`config.mk`:
```
export PLATFORM = sky130hd
export DESIGN_NAME = i2c_sensor_init_and_burst_read
export DESIGN_NICKNAME = d
export VERILOG_FILES = /design/src/hw/rtl/i2csib_pkg.sv /design/src/hw/rtl/i2c_sensor_init_and_burst_read.sv
export SDC_FILE = /design/constraint.sdc
export NUM_CORES = 1
export LEC_CHECK = 0
export ABC_AREA = 1
export BUFFER_PORTS_ARGS = -buffer_cell sky130_fd_sc_hd__buf_2
export CAP_MARGIN = 15
export CORE_ASPECT_RATIO = 0.9
export CORE_MARGIN = 1.5
export CORE_UTILIZATION = 45
export CTS_CLUSTER_DIAMETER = 120
export DETAILED_ROUTE_END_ITERATION = 8
export PLACE_DENSITY_LB_ADDON = 0.25
export SLEW_MARGIN = 20
export SYNTH_ARGS = -nofsm -noshare
export SYNTH_HDL_FRONTEND = slang
export SYNTH_SLANG_ARGS = --single-unit
```
`constraint.sdc`:
```
create_clock -name clk_i -period 1.9 [get_ports clk_i]
set_input_delay 0.285 -clock clk_i [delete_from_list [all_inputs] [get_ports clk_i]]
set_output_delay 0.285 -clock clk_i [all_outputs]
set_load 0.05 [all_outputs]
```
`src/hw/rtl/i2csib_pkg.sv`:
```
// Package for the I2C sensor init and burst read sequencer
// Holds the bus phase encoding and the configuration register indexes
// No dependencies
`timescale 1ns / 1ps

package i2csib_pkg;

  // configuration register indexes
  localparam int unsigned CfgIdxW = 2;
  localparam int unsigned CfgDataW = 8;
  localparam logic [CfgIdxW-1:0] REG_DEV_ADDR = 2'd0;
  localparam logic [CfgIdxW-1:0] REG_INIT_REPEAT = 2'd1;
  localparam logic [CfgIdxW-1:0] REG_INIT_FILL = 2'd2;

  // register reset values
  localparam logic [6:0] DEV_ADDR_RST = 7'd53;
  localparam logic [3:0] INIT_REPEAT_RST = 4'd2;
  localparam logic [7:0] INIT_FILL_RST = 8'h00;

  // request widths
  localparam int unsigned InDataW = 8;
  localparam int unsigned OutDataW = 16;

  // bus phase, one-hot
  typedef enum logic [13:0] {
    PH_IDLE      = 14'b00000000000001,
    PH_START_A   = 14'b00000000000010,
    PH_START_B   = 14'b00000000000100,
    PH_WR_LOW    = 14'b00000000001000,
    PH_WR_HIGH   = 14'b00000000010000,
    PH_SACK_LOW  = 14'b00000000100000,
    PH_SACK_HIGH = 14'b00000001000000,
    PH_RD_LOW    = 14'b00000010000000,
    PH_RD_HIGH   = 14'b00000100000000,
    PH_MACK_LOW  = 14'b00001000000000,
    PH_MACK_HIGH = 14'b00010000000000,
    PH_STOP_A    = 14'b00100000000000,
    PH_STOP_B    = 14'b01000000000000,
    PH_STOP_C    = 14'b10000000000000
  } phase_e;

endpackage

```
`src/hw/rtl/i2c_sensor_init_and_burst_read.sv`:
```
// Top level of the I2C sensor init and burst read sequencer
// Depends on i2csib_pkg for the phase encoding and register indexes
`timescale 1ns / 1ps

// Bit-level I2C master stepped by one request per bus tick: each input request
// carries the data-ready event and the sampled SDA level, and yields exactly one
// output request with the SCL/SDA levels for that tick, any completed read byte
// and status. A bit spans two ticks (SCL low, then SCL high). Until init_repeat
// write runs (address, INIT_BYTES fill bytes) have been sent, each event runs a
// write; afterwards each event runs a READ_BYTES burst read, byte_last marking
// the final byte (tlast). Throughput is one request per clock: the sequencer
// state advances in the accepting cycle and the result lands in an output
// register, so input is taken whenever that register is empty or being drained.
// The result is valid in the cycle after the input is accepted.
module i2c_sensor_init_and_burst_read #(
  parameter int unsigned READ_BYTES = 4,
  parameter int unsigned INIT_BYTES = 3
) (
  input  logic                             clk_i,
  input  logic                             rst_ni,
  // configuration write port
  input  logic                             cfg_we_i,
  input  logic [i2csib_pkg::CfgIdxW-1:0]   cfg_idx_i,
  input  logic [i2csib_pkg::CfgDataW-1:0]  cfg_data_i,
  // input ticks
  input  logic                             s_axis_tvalid,
  output logic                             s_axis_tready,
  // [0] data_ready, [1] sda_in, [7:2] zero
  input  logic [i2csib_pkg::InDataW-1:0]   s_axis_tdata,
  // result ticks
  output logic                             m_axis_tvalid,
  input  logic                             m_axis_tready,
  // [0] scl_level, [1] sda_drive, [2] sda_level, [3] byte_valid,
  // [11:4] byte_data, [13:12] byte_index, [14] init_done, [15] busy_res
  output logic [i2csib_pkg::OutDataW-1:0]  m_axis_tdata,
  output logic                             m_axis_tlast  // byte_last
);
  import i2csib_pkg::*;

  localparam int unsigned MaxBytes = (READ_BYTES > INIT_BYTES) ? READ_BYTES : INIT_BYTES;
  localparam int unsigned CntRaw = $clog2(MaxBytes + 1);
  localparam int unsigned CntW = (CntRaw < 2) ? 2 : CntRaw;
  localparam logic [CntW-1:0] InitBytesC = CntW'(INIT_BYTES);
  localparam logic [CntW-1:0] ReadBytesC = CntW'(READ_BYTES);

  // configuration registers
  logic [6:0] dev_addr_q;
  logic [3:0] init_repeat_q;
  logic [7:0] init_fill_q;

  // sequencer state
  phase_e          phase_q, phase_d;
  logic [3:0]      bit_cnt_q, bit_cnt_d;
  logic [CntW-1:0] byte_cnt_q, byte_cnt_d;
  logic [7:0]      shift_q, shift_d;
  logic [3:0]      init_runs_q, init_runs_d;
  logic            init_flag_q, init_flag_d;
  logic            pending_q, pending_d;
  logic            sda_out_q, sda_out_d;
  logic            reading_q, reading_d;

  // output register
  logic                m_valid_q;
  logic [OutDataW-1:0] m_data_q, m_data_d;
  logic                m_last_q, m_last_d;

  // per-tick results
  logic       scl, drive, level, level_out;
  logic       valid, last;
  logic [7:0] data;
  logic [1:0] idx;
  logic       busy;
  logic       accept;
  logic       data_ready, sda_in;
  logic [3:0] bit_inc;
  logic [CntW-1:0] byte_inc;
  logic       last_byte;

  assign data_ready = s_axis_tdata[0];
  assign sda_in     = s_axis_tdata[1];

  // handshake: take a tick when the result register frees up
  assign s_axis_tready = !m_valid_q || m_axis_tready;
  assign accept        = s_axis_tvalid && s_axis_tready;

  assign bit_inc   = bit_cnt_q + 4'd1;
  assign byte_inc  = byte_cnt_q + CntW'(1);
  assign last_byte = (byte_inc >= ReadBytesC);
  assign busy      = (phase_q != PH_IDLE);

  // configuration writes
  always_ff @(posedge clk_i or negedge rst_ni) begin
    if (!rst_ni) begin
      dev_addr_q    <= DEV_ADDR_RST;
      init_repeat_q <= INIT_REPEAT_RST;
      init_fill_q   <= INIT_FILL_RST;
    end else if (cfg_we_i) begin
      case (cfg_idx_i)
        REG_DEV_ADDR:    dev_addr_q    <= cfg_data_i[6:0];
        REG_INIT_REPEAT: init_repeat_q <= cfg_data_i[3:0];
        REG_INIT_FILL:   init_fill_q   <= cfg_data_i;
        default: ;
      endcase
    end
  end

  // phase sequencer and line levels for one tick
  always_comb begin
    phase_d     = phase_q;
    bit_cnt_d   = bit_cnt_q;
    byte_cnt_d  = byte_cnt_q;
    shift_d     = shift_q;
    init_runs_d = init_runs_q;
    init_flag_d = init_flag_q;
    pending_d   = pending_q || data_ready;
    reading_d   = reading_q;
    scl   = 1'b1;
    drive = 1'b1;
    level = 1'b1;
    valid = 1'b0;
    data  = 8'h00;
    idx   = 2'd0;
    last  = 1'b0;

    case (phase_q)
      PH_START_A: begin
        level   = 1'b0;
        phase_d = PH_START_B;
      end
      PH_START_B: begin
        scl        = 1'b0;
        level      = 1'b0;
        reading_d  = init_flag_q;
        shift_d    = {dev_addr_q, init_flag_q};
        bit_cnt_d  = 4'd0;
        byte_cnt_d = '0;
        phase_d    = PH_WR_LOW;
      end
      PH_WR_LOW: begin
        scl     = 1'b0;
        level   = shift_q[7];
        phase_d = PH_WR_HIGH;
      end
      PH_WR_HIGH: begin
        level     = sda_out_q;
        shift_d   = {shift_q[6:0], 1'b0};
        bit_cnt_d = bit_inc;
        phase_d   = bit_inc[3] ? PH_SACK_LOW : PH_WR_LOW;
      end
      PH_SACK_LOW: begin
        scl     = 1'b0;
        drive   = 1'b0;
        phase_d = PH_SACK_HIGH;
      end
      PH_SACK_HIGH: begin
        drive     = 1'b0;
        bit_cnt_d = 4'd0;
        if (reading_q) begin
          byte_cnt_d = '0;
          shift_d    = 8'h00;
          phase_d    = PH_RD_LOW;
        end else if (byte_cnt_q < InitBytesC) begin
          byte_cnt_d = byte_inc;
          shift_d    = init_fill_q;
          phase_d    = PH_WR_LOW;
        end else begin
          phase_d = PH_STOP_A;
        end
      end
      PH_RD_LOW: begin
        scl     = 1'b0;
        drive   = 1'b0;
        phase_d = PH_RD_HIGH;
      end
      PH_RD_HIGH: begin
        drive     = 1'b0;
        shift_d   = {shift_q[6:0], sda_in};
        bit_cnt_d = bit_inc;
        if (bit_inc[3]) begin
          valid   = 1'b1;
          data    = {shift_q[6:0], sda_in};
          idx     = byte_cnt_q[1:0];
          last    = last_byte;
          phase_d = PH_MACK_LOW;
        end else begin
          phase_d = PH_RD_LOW;
        end
      end
      PH_MACK_LOW: begin
        scl     = 1'b0;
        level   = 1'b0;
        phase_d = PH_MACK_HIGH;
      end
      PH_MACK_HIGH: begin
        level     = 1'b0;
        bit_cnt_d = 4'd0;
        if (last_byte) begin
          phase_d = PH_STOP_A;
        end else begin
          byte_cnt_d = byte_inc;
          shift_d    = 8'h00;
          phase_d    = PH_RD_LOW;
        end
      end
      PH_STOP_A: begin
        scl     = 1'b0;
        level   = 1'b0;
        phase_d = PH_STOP_B;
      end
      PH_STOP_B: begin
        level   = 1'b0;
        phase_d = PH_STOP_C;
      end
      PH_STOP_C: begin
        // count finished init runs, saturating
        if (!reading_q && !init_flag_q) begin
          init_runs_d = (init_runs_q != 4'hF) ? init_runs_q + 4'd1 : init_runs_q;
          if (init_runs_d >= init_repeat_q) begin
            init_flag_d = 1'b1;
          end
        end
        phase_d = PH_IDLE;
      end
      default: begin
        // idle: start on a latched event
        phase_d = PH_IDLE;
        if (pending_d) begin
          pending_d = 1'b0;
          phase_d   = PH_START_A;
        end
      end
    endcase

    sda_out_d = drive ? level : sda_out_q;
    level_out = drive ? level : 1'b1;
  end

  // pack the result
  always_comb begin
    m_data_d = {busy, init_flag_d, idx, data, valid, level_out, drive, scl};
    m_last_d = last;
  end

  // sequencer state registers
  always_ff @(posedge clk_i or negedge rst_ni) begin
    if (!rst_ni) begin
      phase_q     <= PH_IDLE;
      bit_cnt_q   <= 4'd0;
      byte_cnt_q  <= '0;
      shift_q     <= 8'h00;
      init_runs_q <= 4'd0;
      init_flag_q <= 1'b0;
      pending_q   <= 1'b0;
      sda_out_q   <= 1'b1;
      reading_q   <= 1'b0;
    end else if (accept) begin
      phase_q     <= phase_d;
      bit_cnt_q   <= bit_cnt_d;
      byte_cnt_q  <= byte_cnt_d;
      shift_q     <= shift_d;
      init_runs_q <= init_runs_d;
      init_flag_q <= init_flag_d;
      pending_q   <= pending_d;
      sda_out_q   <= sda_out_d;
      reading_q   <= reading_d;
    end
  end

  // result valid flag
  always_ff @(posedge clk_i or negedge rst_ni) begin
    if (!rst_ni) begin
      m_valid_q <= 1'b0;
    end else if (s_axis_tready) begin
      m_valid_q <= s_axis_tvalid;
    end
  end

  // result payload
  always_ff @(posedge clk_i) begin
    if (accept) begin
      m_data_q <= m_data_d;
      m_last_q <= m_last_d;
    end
  end

  assign m_axis_tvalid = m_valid_q;
  assign m_axis_tdata  = m_data_q;
  assign m_axis_tlast  = m_last_q;

`ifndef SYNTHESIS
  // a received byte only appears inside a transaction
  assert property (@(posedge clk_i) disable iff (!rst_ni)
    m_valid_q && m_data_q[3] |-> m_data_q[15])
    else $error("byte reported outside a transaction");

  // a released data line reads back high
  assert property (@(posedge clk_i) disable iff (!rst_ni)
    m_valid_q && !m_data_q[1] |-> m_data_q[2])
    else $error("released sda shows low level");

  // the last-byte flag comes only with a byte
  assert property (@(posedge clk_i) disable iff (!rst_ni)
    m_valid_q && m_last_q |-> m_data_q[3])
    else $error("last flag without received byte");

  // initialization, once done, stays done
  assert property (@(posedge clk_i) disable iff (!rst_ni)
    init_flag_q |=> init_flag_q)
    else $error("init flag dropped");

  // reads only start after initialization
  assert property (@(posedge clk_i) disable iff (!rst_ni)
    reading_q |-> init_flag_q)
    else $error("read transaction before init done");
`endif

endmodule
```
* Yosys cells after proc, flatten, opt, wreduce, memory -nomap -nowiden
Cells that the tools add are included.
Cells by class: add/sub/neg operators 3, magnitude comparators 3, equal/unequal tests 19, mux-type cells 25, bitwise logic cells 1, reductions and logical operators 27
Operator list (number):
- $pmux 14 s13 | 1
- $pmux 8 s5 | 1
- $mux 12 | 3
- $mux 8 | 3
- $eq 14x10->1 const B | 1
- $eq 14x11->1 const B | 1
- $eq 14x12->1 const B | 1
- $eq 14x13->1 const B | 1
- $eq 14x14->1 const B | 1
- $eq 14x2->1 const B | 1
- $eq 14x3->1 const B | 1
- $eq 14x4->1 const B | 1
- $eq 14x5->1 const B | 1
- $eq 14x6->1 const B | 1
- $eq 14x7->1 const B | 1
- $eq 14x8->1 const B | 1
- $eq 14x9->1 const B | 1
- $ne 14x1->1 const B | 1
- $reduce_and 2->1 | 7
- $reduce_or 13->1 | 1
- $reduce_or 6->1 | 2
- $mux 10 | 1
- $mux 3 | 3
- $pmux 3 s3 | 1
- other kinds (29) | 41
Word-level totals: bits in registers 74, input port bits 23, logic and storage cells 96

* Depth between registers and ports, before layout
Gate-level depths: netlist (run 1).
depth after elaboration 6, gate-level depth with buffers 11

* Worst setup path after synthesis (run 1)
OpenSTA, ideal clock, no wires.
kind register -> register, start register m_valid_q (netlist: m_axis_tvalid), end register m_data_q[0] (netlist: m_axis_tdata[0]), enable pin, setup time 0.387 ns, data arrival time 2.096 ns, required time 1.513 ns, setup slack -0.583 ns, stages on the path, launching flop included 5, buffers on the path 1, period minus slack after synthesis 2.483 ns, path through dfrtp_1 -> nand2_1 -> nand2_1 -> clkinv_1 -> clkbuf_1
Between the ends: word-level cells in the longest chain between the ends 3
RTL lines:
- from (decl) | RTL line i2c_sensor_init_and_burst_read.sv:63 | logic m_valid_q;
- from (signal assigned) | RTL line i2c_sensor_init_and_burst_read.sv:274 | m_valid_q <= s_axis_tvalid;
- $logic_not 1->1 | RTL line i2c_sensor_init_and_burst_read.sv:83 | assign s_axis_tready = !m_valid_q || m_axis_tready;
- $logic_or 1x1->1 | RTL line i2c_sensor_init_and_burst_read.sv:83
- named net s_axis_tready | RTL line i2c_sensor_init_and_burst_read.sv:27 | output logic s_axis_tready,
- $logic_and 1x1->1 | RTL line i2c_sensor_init_and_burst_read.sv:84 | assign accept = s_axis_tvalid && s_axis_tready;
- named net accept | RTL line i2c_sensor_init_and_burst_read.sv:73 | logic accept;
- to (signal assigned) | RTL line i2c_sensor_init_and_burst_read.sv:281 | m_data_q <= m_data_d;
- to (decl) | RTL line i2c_sensor_init_and_burst_read.sv:64 | logic [OutDataW-1:0] m_data_q, m_data_d;
The timed path passes the listed nets, and every way through them passes these cells. A chain may end at the register's enable or synchronous reset.

* Final worst setup path (run 1)
start register init_runs_q[0], end register m_data_q[14] (netlist: m_axis_tdata[14]), data pin
Between the ends: word-level cells in the longest chain between the ends 6, elaborated cells on any way between the ends 7, those cells by class add/sub (1); order compare (1); eq/ne (1); mux (4)
RTL lines:
- from (decl) | RTL line i2c_sensor_init_and_burst_read.sv:56 | logic [3:0] init_runs_q, init_runs_d;
- from (signal assigned) | RTL line i2c_sensor_init_and_burst_read.sv:261 | init_runs_q <= init_runs_d;
- $add 4x1->4 or $ne 4x4->1 (tied branches) | RTL line i2c_sensor_init_and_burst_read.sv:217 | init_runs_d = (init_runs_q != 4'hF) ? init_runs_q + 4'd1 : init_runs_q;
- $mux 4 (*) | RTL line i2c_sensor_init_and_burst_read.sv:217
- $ge 4x4->1 (*) | RTL line i2c_sensor_init_and_burst_read.sv:218 | if (init_runs_d >= init_repeat_q) begin
- $mux 1 (*) | RTL line i2c_sensor_init_and_burst_read.sv:218
- $mux 1 (*) | RTL line i2c_sensor_init_and_burst_read.sv:216 | if (!reading_q && !init_flag_q) begin
- $mux 1 (*) | RTL line i2c_sensor_init_and_burst_read.sv:125 | case (phase_q)
- named net init_flag_d | RTL line i2c_sensor_init_and_burst_read.sv:57 | logic init_flag_q, init_flag_d;
Mark *: on every way through the listed nets, which the timed path passes. The rest lies on a longest branch.

==> out/results.ini, run 1 <==
[outcome]
status = finished with violations
violations = negative setup slack

[clocking]
clk_pin_slew_ns = 0.08
cts.path.max_buffers = 2
cts_tree = yes
cts_buffers = 9
clock_latency_ns = 0.35
numClockSinks = 74
h-tree-depth = 3
clock-root-buffer = clkbuf_8

[yosys]
synth_area_leaders = dfrtp_1, edfxtp_1, nand2_1, o21ai_0, inv_1
ys_ff_latch = 74
synth_top_area_frac = 0.339
synth_cells = 434
synth_area_leader_cell = dfrtp_1
syn_nets = 464
synth_cell_types = 31
syn_avg_cell_area_um2 = 8.50
seq_area_frac_synth = 0.527
synth_area_um2 = 3690
yosys_warnings = 0

[place]
io_buffers = 35
routabilityCongestion = 0.792
dp_cells = 574
place_hpwl_um = 5520

[floorplan]
start_util = 0.462
rows = 31
die_h_um = 88.9
core_area_um2 = 7990
die_area_um2 = 8760
die_w_um = 98.5
pin_count = 42

[worst_setup_path]
cp-endpoint = m_axis_tdata[14]
critical_path.cell_chain = ha_4 -> nand2_4 -> nor2_4 -> mux2_4 -> ha_4 -> a21oi_2 -> o21ai_1 -> o21ai_1 -> nand2_1
worstSetupPathType = reg -> reg
timing.rr.start = init_runs_q[0]
cp-end-kind = flip-flop
reg2reg_slack_ns = -0.03
ff2ff_path_depth = 9
critPathMaxStageDelay_ns = 0.40
critPathArrivalTime_ns = 2.03
required_ns = 2.00
r2r-end = m_axis_tdata[14]
crit_family = flip-flops
path_max_fanout = 3
path_depth = 9
worstSetupStartpoint = init_runs_q[0]
worst-path-buf-inv = 0
slowest_stage = dfrtp_1
start_kind = flip-flop

[pwr]
p_leak_nw = 2.17
p_per_area_nw_per_um2 = 1010
peakVddDrop_v = 0.000461
total_power_mw = 4.50

[sta]
setup_slack_ns = -0.0324
finalSetupTns_ns = -0.0324
worstMarginPinSlew_ns = 0.447
timing.hold.ws_ns = 0.176
max_freq_ghz = 0.517
drv_slew = 0
min_period_ns = 1.93
relSlewSlack = 0.701
clock_skew_ns = 0.0159
finalHoldViolations = 0
rsz0062_at_grt = yes
finalSetupViolCount = 1
period_share = 1.02

[detailed_routing]
drc = 0
drt-total-wl_um = 7720
drtIter0Drc = 179
drt_pass1_iterations = 5
via_per_inst = 4.95
dr_total_vias = 2976
ant_nets = 0
wl_per_cell_um = 12.8

[min_path]
min-delay-start = cfg_data_i[4]
hp-class = in -> reg

[global_routing]
grt_pass1_vias = 2622
grt_max_degree = 58
grtUsageTotal = 0.183
grt-ovfl-total = 0
grt_first_pass_wirelength_um = 12600
antenna_found_initial = 0

[flow_run]
drv_cap = 0

[layout]
num_antenna_cells = 0
stdcell_count = 601
syn_to_final_growth_pct = 21.0
post_route_cells_drive_above_1_share = 0.241
finish.net_count = 527
fill_cells = 740

synth_stat cells (all sizes together):
library cell / count
ha: 7
edfxtp: 17
buf: 1
inv: 56
clkinv: 1
o211ai: 7
o21ai: 49
or2: 2
a21oi: 8
nand2: 131
clkbuf: 5
nand4: 1
mux2: 4
xor2: 4
nand3: 23
nor2: 55
dfstp: 7
dfrtp: 50
o22ai: 1
nor3: 5
cells in the final DEF (no fill, tap or decap), types with 6 or more instances in the layout:
cell type and instances:
clkbuf_8 10, nand3_1 23, o21ai_0 41, edfxtp_1 17
buf_4 19, nand2_1 121, dfrtp_1 48, dfstp_2 7
nor2_1 40, buf_2 35, nor2_4 10, a21oi_1 7
o211ai_1 7, o21ai_1 6, inv_1 50
layer usage:
layer  share of wire  track usage
met4           0.011       0.0602
met5               0            0
met3           0.041       0.0430
met1            0.47        0.248
met2            0.48        0.296
kinds of logic (layout without fill, tap and decap cells):
logic type      Yosys count  count (layout)  share of synthesized area
compound gates           65              65                     0.0973
flops                    74              74                      0.527
simple gates            217             218                      0.265
xor+xnor                  4               4                    0.00949
buf+inv                  63             130                     0.0651
fa+ha+maj                 7               7                     0.0237
mux                       4               4                     0.0122
worst min-delay path by stage:
| stage | slack (ns) | depth (start not counted) | end |
|---|---|---|---|
| after floorplan | -0.01 | 0 | bit_cnt_q[0] |
| after global placement | 0.32 | 2 | phase_q[3] |
| after detailed placement | 0.31 | 2 | phase_q[6] |
| after CTS | 0.17 | 3 | dev_addr_q[5] |
| after global routing | 0.18 | 2 | init_fill_q[7] |
| final | 0.18 | 3 | dev_addr_q[4] |
sequential cells by signal, indices dropped and copies added, names as in the netlist, 3 cells and up:
| register | cells |
|---|---|
| bit_cnt_q | 4 |
| byte_cnt_q | 3 |
| dev_addr_q | 7 |
| init_fill_q | 8 |
| init_repeat_q | 4 |
| init_runs_q | 4 |
| m_axis_tdata | 16 |
| phase_q | 14 |
| shift_q | 8 |
worst min-delay path: cells and delay by family:
family	cells	cell delay (ns)
buffers and inverters	2	0.14
AO/OA/AOI/OAI	1	0.08
metrics by stage:
stage	util	worst slack, ns	area [um^2]
6_report	0.559	-0.0324	4470
5_1_grt	0.559	-0.113	4470
4_1_cts	0.540	-0.0427	4310
3_5_place_dp	0.514	-0.0713	4110
3_3_place_gp	0.514	-0.0241	4110
2_1_floorplan	-	-0.0332	3730
final cells by class:
type	count	area, um^2	share of cell area
clock buffer	11	141	0.0317
clock inverter	5	55.1	0.0123
inverter	57	220	0.0493
multi-input combinational	298	1610	0.360
sequential	74	1950	0.436
tap	99	124	0.0277
timing repair buffer	57	368	0.0824
where the power goes:
part,internal [mW],switching [mW]
registers,1.92,0.175
clock network,0.638,0.579
logic,0.388,0.797
what timing repair did:
| item | CTS | global route |
|---|---|---|
| resized for setup | 0 | 15 |
| hold buffers | 1 | 0 |
| endpoints found under the setup margin | 1 | 12 |
| endpoints found under the hold margin | 50 | 0 |
| pin swaps | 3 | 6 |
| setup buffers | 0 | 9 |
| gates cloned | 0 | 1 |
Note: power is estimated with default switching activity, not from simulation.
==> run 2, diff against run 1 <==
==> constraint.sdc (replaced) <==
create_clock -name clk_i -period 1.9 [get_ports clk_i]
set_input_delay 0.095 -clock clk_i [delete_from_list [all_inputs] [get_ports clk_i]]
set_output_delay 0.095 -clock clk_i [all_outputs]
set_load 0.05 [all_outputs]
==> run 2 against run 1 <==
Effect of this change:
- the flow still finishes with violations (negative setup slack)
- setup slack got worse by 0.061 ns
- critical path depth unchanged
- critical endpoint unchanged
- cell area grew 0.50%
- fmax fell by 3.0%
- critical path type unchanged
==> out/results.ini, run 2 (synthesis results as in run 1) <==
[sta]
min_period_ns = 1.99
drv_slew = 0
relSlewSlack = 0.622
setup_slack_ns = -0.0932
worstMarginPinSlew_ns = 0.567
clock_skew_ns = 0.00672
max_freq_ghz = 0.502
rsz0062_at_grt = yes
finalSetupViolCount = 2
period_share = 1.05
finalHoldViolations = 0

[layout]
largest_reg_flops = 16
seqCellArea_um2 = 1950
num_antenna_cells = 0
finish.net_count = 529
multiInputGateArea_um2 = 1610
final_common_cell = nand2_1
stdcell_count = 603
syn_to_final_growth_pct = 21.6
final_util = 0.562
layout_common_cells = nand2_1, inv_1, dfrtp_1, o21ai_0, nor2_1
fill_cells = 738
final_cell_area_um2 = 4490
post_route_cells_drive_above_1_share = 0.228

[worst_setup_path]
critPathArrivalTime_ns = 2.09
ff2ff_path_depth = 9
path_max_fanout = 3
path_common_cell = o21ai_1
critPathMaxStageDelay_ns = 0.35
required_ns = 2.00
cp-end-kind = flip-flop
critical_path.cell_chain = ha_2 -> nand2_2 -> nor2_4 -> mux2_4 -> ha_4 -> a21oi_2 -> o21ai_1 -> o21ai_1 -> nand2_1
start_kind = flip-flop
slowest_stage = dfrtp_1
worstSetupPathType = reg -> reg

[clocking]
cts_buffers = 9
clock-root-buffer = clkbuf_8
cts_tree = yes
numClockSinks = 74
cts.path.max_buffers = 2
clock_latency_ns = 0.34
clk_pin_slew_ns = 0.07
h-tree-depth = 3

[global_routing]
grt_first_pass_wirelength_um = 13100
grt_use_met3 = 0.0516
grt_max_degree = 37
grtUsageTotal = 0.190
use_met1 = 0.253
grtUsageMet2 = 0.313
antenna_found_initial = 0
grt_pass1_vias = 2772
busiest_layer = met2
grt-ovfl-total = 0

[detailed_routing]
drtIter0Drc = 153
via_per_inst = 5.03
drt-total-wl_um = 7830
drc = 0
dr_total_vias = 3036
wl_per_cell_um = 13.0
ant_nets = 0
drt_pass1_iterations = 4

[pwr]
p_leak_nw = 2.15
p_per_area_nw_per_um2 = 996
peakVddDrop_v = 0.000412
total_power_mw = 4.47

[min_path]
hp-class = in -> reg
min_path_cells = 3

[place]
detailed_place.area_um2 = 4110
dp_cells = 574
place_hpwl_um = 5550
io_buffers = 35
routabilityCongestion = 0.795

[outcome]
status = finished with violations
violations = negative setup slack

[flow_run]
drv_cap = 0

[floorplan]
start_util = 0.462
die_w_um = 98.5
die_area_um2 = 8760
rows = 31
die_h_um = 88.9
core_area_um2 = 7990
pin_count = 42

==> run 2: critical path, delay by kind of cell (launching register included) <==
kind                     cells  cell delay (ns)
multiplexers                 1             0.33
AO/OA/AOI/OAI                3             0.40
adder cells (fa/ha/maj)      2             0.40
flip-flops                   1             0.35
AND/OR/NAND/NOR              3             0.27
==> run 2: area by class of cell <==
class	instances	area share
flip-flops and latches	74	0.434
multi-input cells	298	0.360
repair buffers	59	0.0887
inverters	57	0.0482
clock buffers	13	0.0332
well taps	99	0.0276
clock inverters	3	0.00864
==> run 2: stage by stage <==
step	setup slack (ns)	TNS, ns	hold WS [ns]
3_5_place_dp	-0.0853	-0.0853	0.119
3_3_place_gp	-0.0101	-0.0101	0.122
6_report	-0.0932	-0.171	0.0260
5_1_grt	-0.192	-0.399	0.0278
4_1_cts	-0.0570	-0.0570	0.0108
2_1_floorplan	-0.0332	-0.0332	-0.201
==> run 2: path summary, 6_finish.rpt <==
check	from	end	slack (ns)
max in group asynchronous	rst_ni	init_repeat_q[1]	0.97
hold / removal	cfg_data_i[2]	dev_addr_q[2]	0.03
min in group asynchronous	rst_ni	phase_q[4]	0.27
hold reg to reg	shift_q[4]	shift_q[4]	0.47
setup reg to reg	init_runs_q[0]	m_axis_tdata[14]	-0.09
setup / recovery	init_runs_q[0]	m_axis_tdata[14]	-0.09
==> run 2: per-layer routing <==
metal	wire length, um	vias up	part of all wire
met5	0	-	0
met4	38	0	0.0049
met3	277	4	0.035
met2	3700	61	0.47
met1	3810	1451	0.49
li1	-	1520	-
==> run 2: what timing repair did <==
action / 4_1_cts / 5_1_grt
hold buffers: 7 / 0
hold endpoints to repair: 26 / 0
cloned: 0 / 1
setup buffers: 0 / 5
resized for setup: 2 / 13
endpoints found under the setup margin: 2 / 15
pin swaps: 6 / 4
==> run 2: where the power goes <==
group	internal, mW	switching [mW]
logic	0.385	0.797
registers	1.92	0.168
clock network	0.639	0.560
==> run 3, diff against run 2 <==
- clock period: 1.9 -> 2.2 ns (I/O delays scaled with it)
==> run 3 against run 2 <==
Effect of this change:
- the run now ends clean
- non-clock buffer count is 10 lower
- total power is 16% lower
- critical path depth is 2 higher
- sequential power is 14% lower
- register-to-register slack better by 0.19 ns
- clock-buffer cell count is 1 lower
- final cell count is 1.8% lower
- utilization is 2.4 points lower
- routed wire length is 3.9% lower
- clock skew is 0.0011 ns higher
- combinational power is 19% lower
- worst hold slack worse by 0.020 ns
==> out/results.ini, run 3 (synthesis results as in run 1) <==
[global_routing]
grt-ovfl-total = 0
grtUsageTotal = 0.188
grt_max_degree = 27
antenna_found_initial = 0
grt_pass1_vias = 2839
grt_first_pass_wirelength_um = 13100

[worst_setup_path]
critPathArrivalTime_ns = 2.20
cp-end-kind = flip-flop
timing.rr.start = init_runs_q[1]
path_common_cell = nand2_1
slowest_stage = dfrtp_1
path_max_fanout = 3
required_ns = 2.30
worstSetupPathType = reg -> reg
ff2ff_path_depth = 11
critPathMaxStageDelay_ns = 0.41
reg2reg_slack_ns = 0.1
start_kind = flip-flop
r2r-end = m_axis_tdata[14]
critical_path.cell_chain = ha_2 -> nand2_1 -> nor2_2 -> buf_4 -> a21oi_1 -> inv_1 -> ha_1 -> nand2_1 -> o21ai_0 -> o21ai_1 -> nand2_1

[floorplan]
pin_count = 42
die_area_um2 = 8760
die_w_um = 98.5
rows = 31
die_h_um = 88.9
core_area_um2 = 7990
start_util = 0.462

[layout]
largest_reg_flops = 16
final_common_cell = nand2_1
finish.net_count = 518
layout_common_cells = nand2_1, inv_1, dfrtp_1, o21ai_0, nor2_1
final_cell_area_um2 = 4300
num_antenna_cells = 0
stdcell_count = 592
syn_to_final_growth_pct = 16.4
post_route_cells_drive_above_1_share = 0.209

[clocking]
h-tree-depth = 3
cts.path.max_buffers = 2
cts_tree = yes
clock_latency_ns = 0.35
numClockSinks = 74
clock-root-buffer = clkbuf_8
clk_pin_slew_ns = 0.08
cts_buffers = 9

[sta]
worstMarginPinSlew_ns = 0.487
finalSetupTns_ns = 0
timing.hold.ws_ns = 0.00643
period_share = 0.955
finalHoldViolations = 0
relSlewSlack = 0.674
max_freq_ghz = 0.476
min_period_ns = 2.10
setup_slack_ns = 0.0993
drv_slew = 0
clock_skew_ns = 0.00784
finalSetupViolCount = 0

[pwr]
comb_power_share = 0.256
p_per_area_nw_per_um2 = 871
p_leak_nw = 2.08
switching_share = 0.347
peakVddDrop_v = 0.000491
pwr-share-clk = 0.263
p_int_mw = 2.45
p_seq_frac = 0.481
p_switching_mw = 1.30

[flow_run]
drv_cap = 0

[place]
post-place-ws_ns = -0.0146
place_hpwl_um = 5410
dp_cells = 570
routabilityCongestion = 0.828
io_buffers = 35
detailed_place.area_um2 = 4030

[detailed_routing]
drt-total-wl_um = 7520
drtIter0Drc = 123
drc = 0
drt_pass1_iterations = 5
via_per_inst = 4.93
ant_nets = 0
dr_total_vias = 2916
wl_per_cell_um = 12.7

[min_path]
hp-class = in -> reg
min_path_cells = 4
min-delay-start = m_axis_tready
holdPathEnd = m_axis_tvalid

[outcome]
status = completed

[run 3: cell types whose count changed in the layout (fill, tap and decap cells not counted), sizes merged]
| cell | before | now |
|---|---|---|
| buf | 52 | 45 |
| bufinv | 1 | 0 |
| clkbuf | 13 | 12 |
| clkinv | 3 | 4 |
| dlygate4sd3 | 7 | 4 |
| inv | 56 | 57 |
| nor2 | 56 | 55 |
[run 3: what timing repair did]
item | in CTS | in global routing
resized for setup | 2 | 6
cloned | 0 | 0
hold buffers | 4 | 0
setup buffers | 0 | 2
pin swaps | 0 | 4
endpoints found under the setup margin | 1 | 2
hold endpoints to repair | 18 | 0
[run 3: per-layer routing]
metal,share of wire,global-route usage,up-vias
met5,0,0,-
met4,0.021,0.0576,0
met3,0.029,0.0422,15
met2,0.46,0.319,48
met1,0.49,0.245,1357
li1,-,-,1496
[run 3: critical path, delay by kind of cell, from the launching register on]
family | cells | cell delay [ns]
fa+ha+maj | 2 | 0.48
flops | 1 | 0.41
buf+inv | 2 | 0.20
compound gates | 3 | 0.43
simple gates | 4 | 0.34
[run 3: worst max-delay path by stage]
stage | endpoint | from | depth (start not counted) | slack [ns]
after floorplan | m_axis_tdata[14] | init_runs_q[0] | 9 | 0.08
after global placement | m_axis_tdata[14] | init_runs_q[1] | 9 | 0.08
after detailed placement | m_axis_tdata[14] | init_runs_q[1] | 9 | -0.01
after CTS | m_axis_tdata[14] | init_runs_q[1] | 9 | 0.03
after global routing | m_axis_tdata[14] | init_runs_q[1] | 11 | -0.03
final | m_axis_tdata[14] | init_runs_q[1] | 11 | 0.1
[run 3: final cells by class]
cell class / instances / area [um^2]
Fill cell: 771 / 3690
Sequential cell: 74 / 1950
Multi-Input combinational cell: 297 / 1540
Timing Repair Buffer: 49 / 290
Inverter: 57 / 216
Clock buffer: 12 / 156
Tap cell: 99 / 124
Clock inverter: 4 / 25.0
[run 3: per-stage QoR]
stage	util	power, mW
floorplan	-	2.53
global placement	0.504	2.76
detailed placement	0.504	2.77
CTS	0.532	3.77
global route	0.538	3.99
finish	0.538	3.74
[run 3: power by group through the flow]
stage	logic [mW]	clock network (mW)	registers, mW
6_report	0.958	0.985	1.80
5_1_grt	1.11	1.06	1.83
3_5_place_dp	0.952	0	1.82
2_1_floorplan	0.643	0	1.89
4_1_cts	0.965	1.00	1.80
3_3_place_gp	0.942	0	1.81
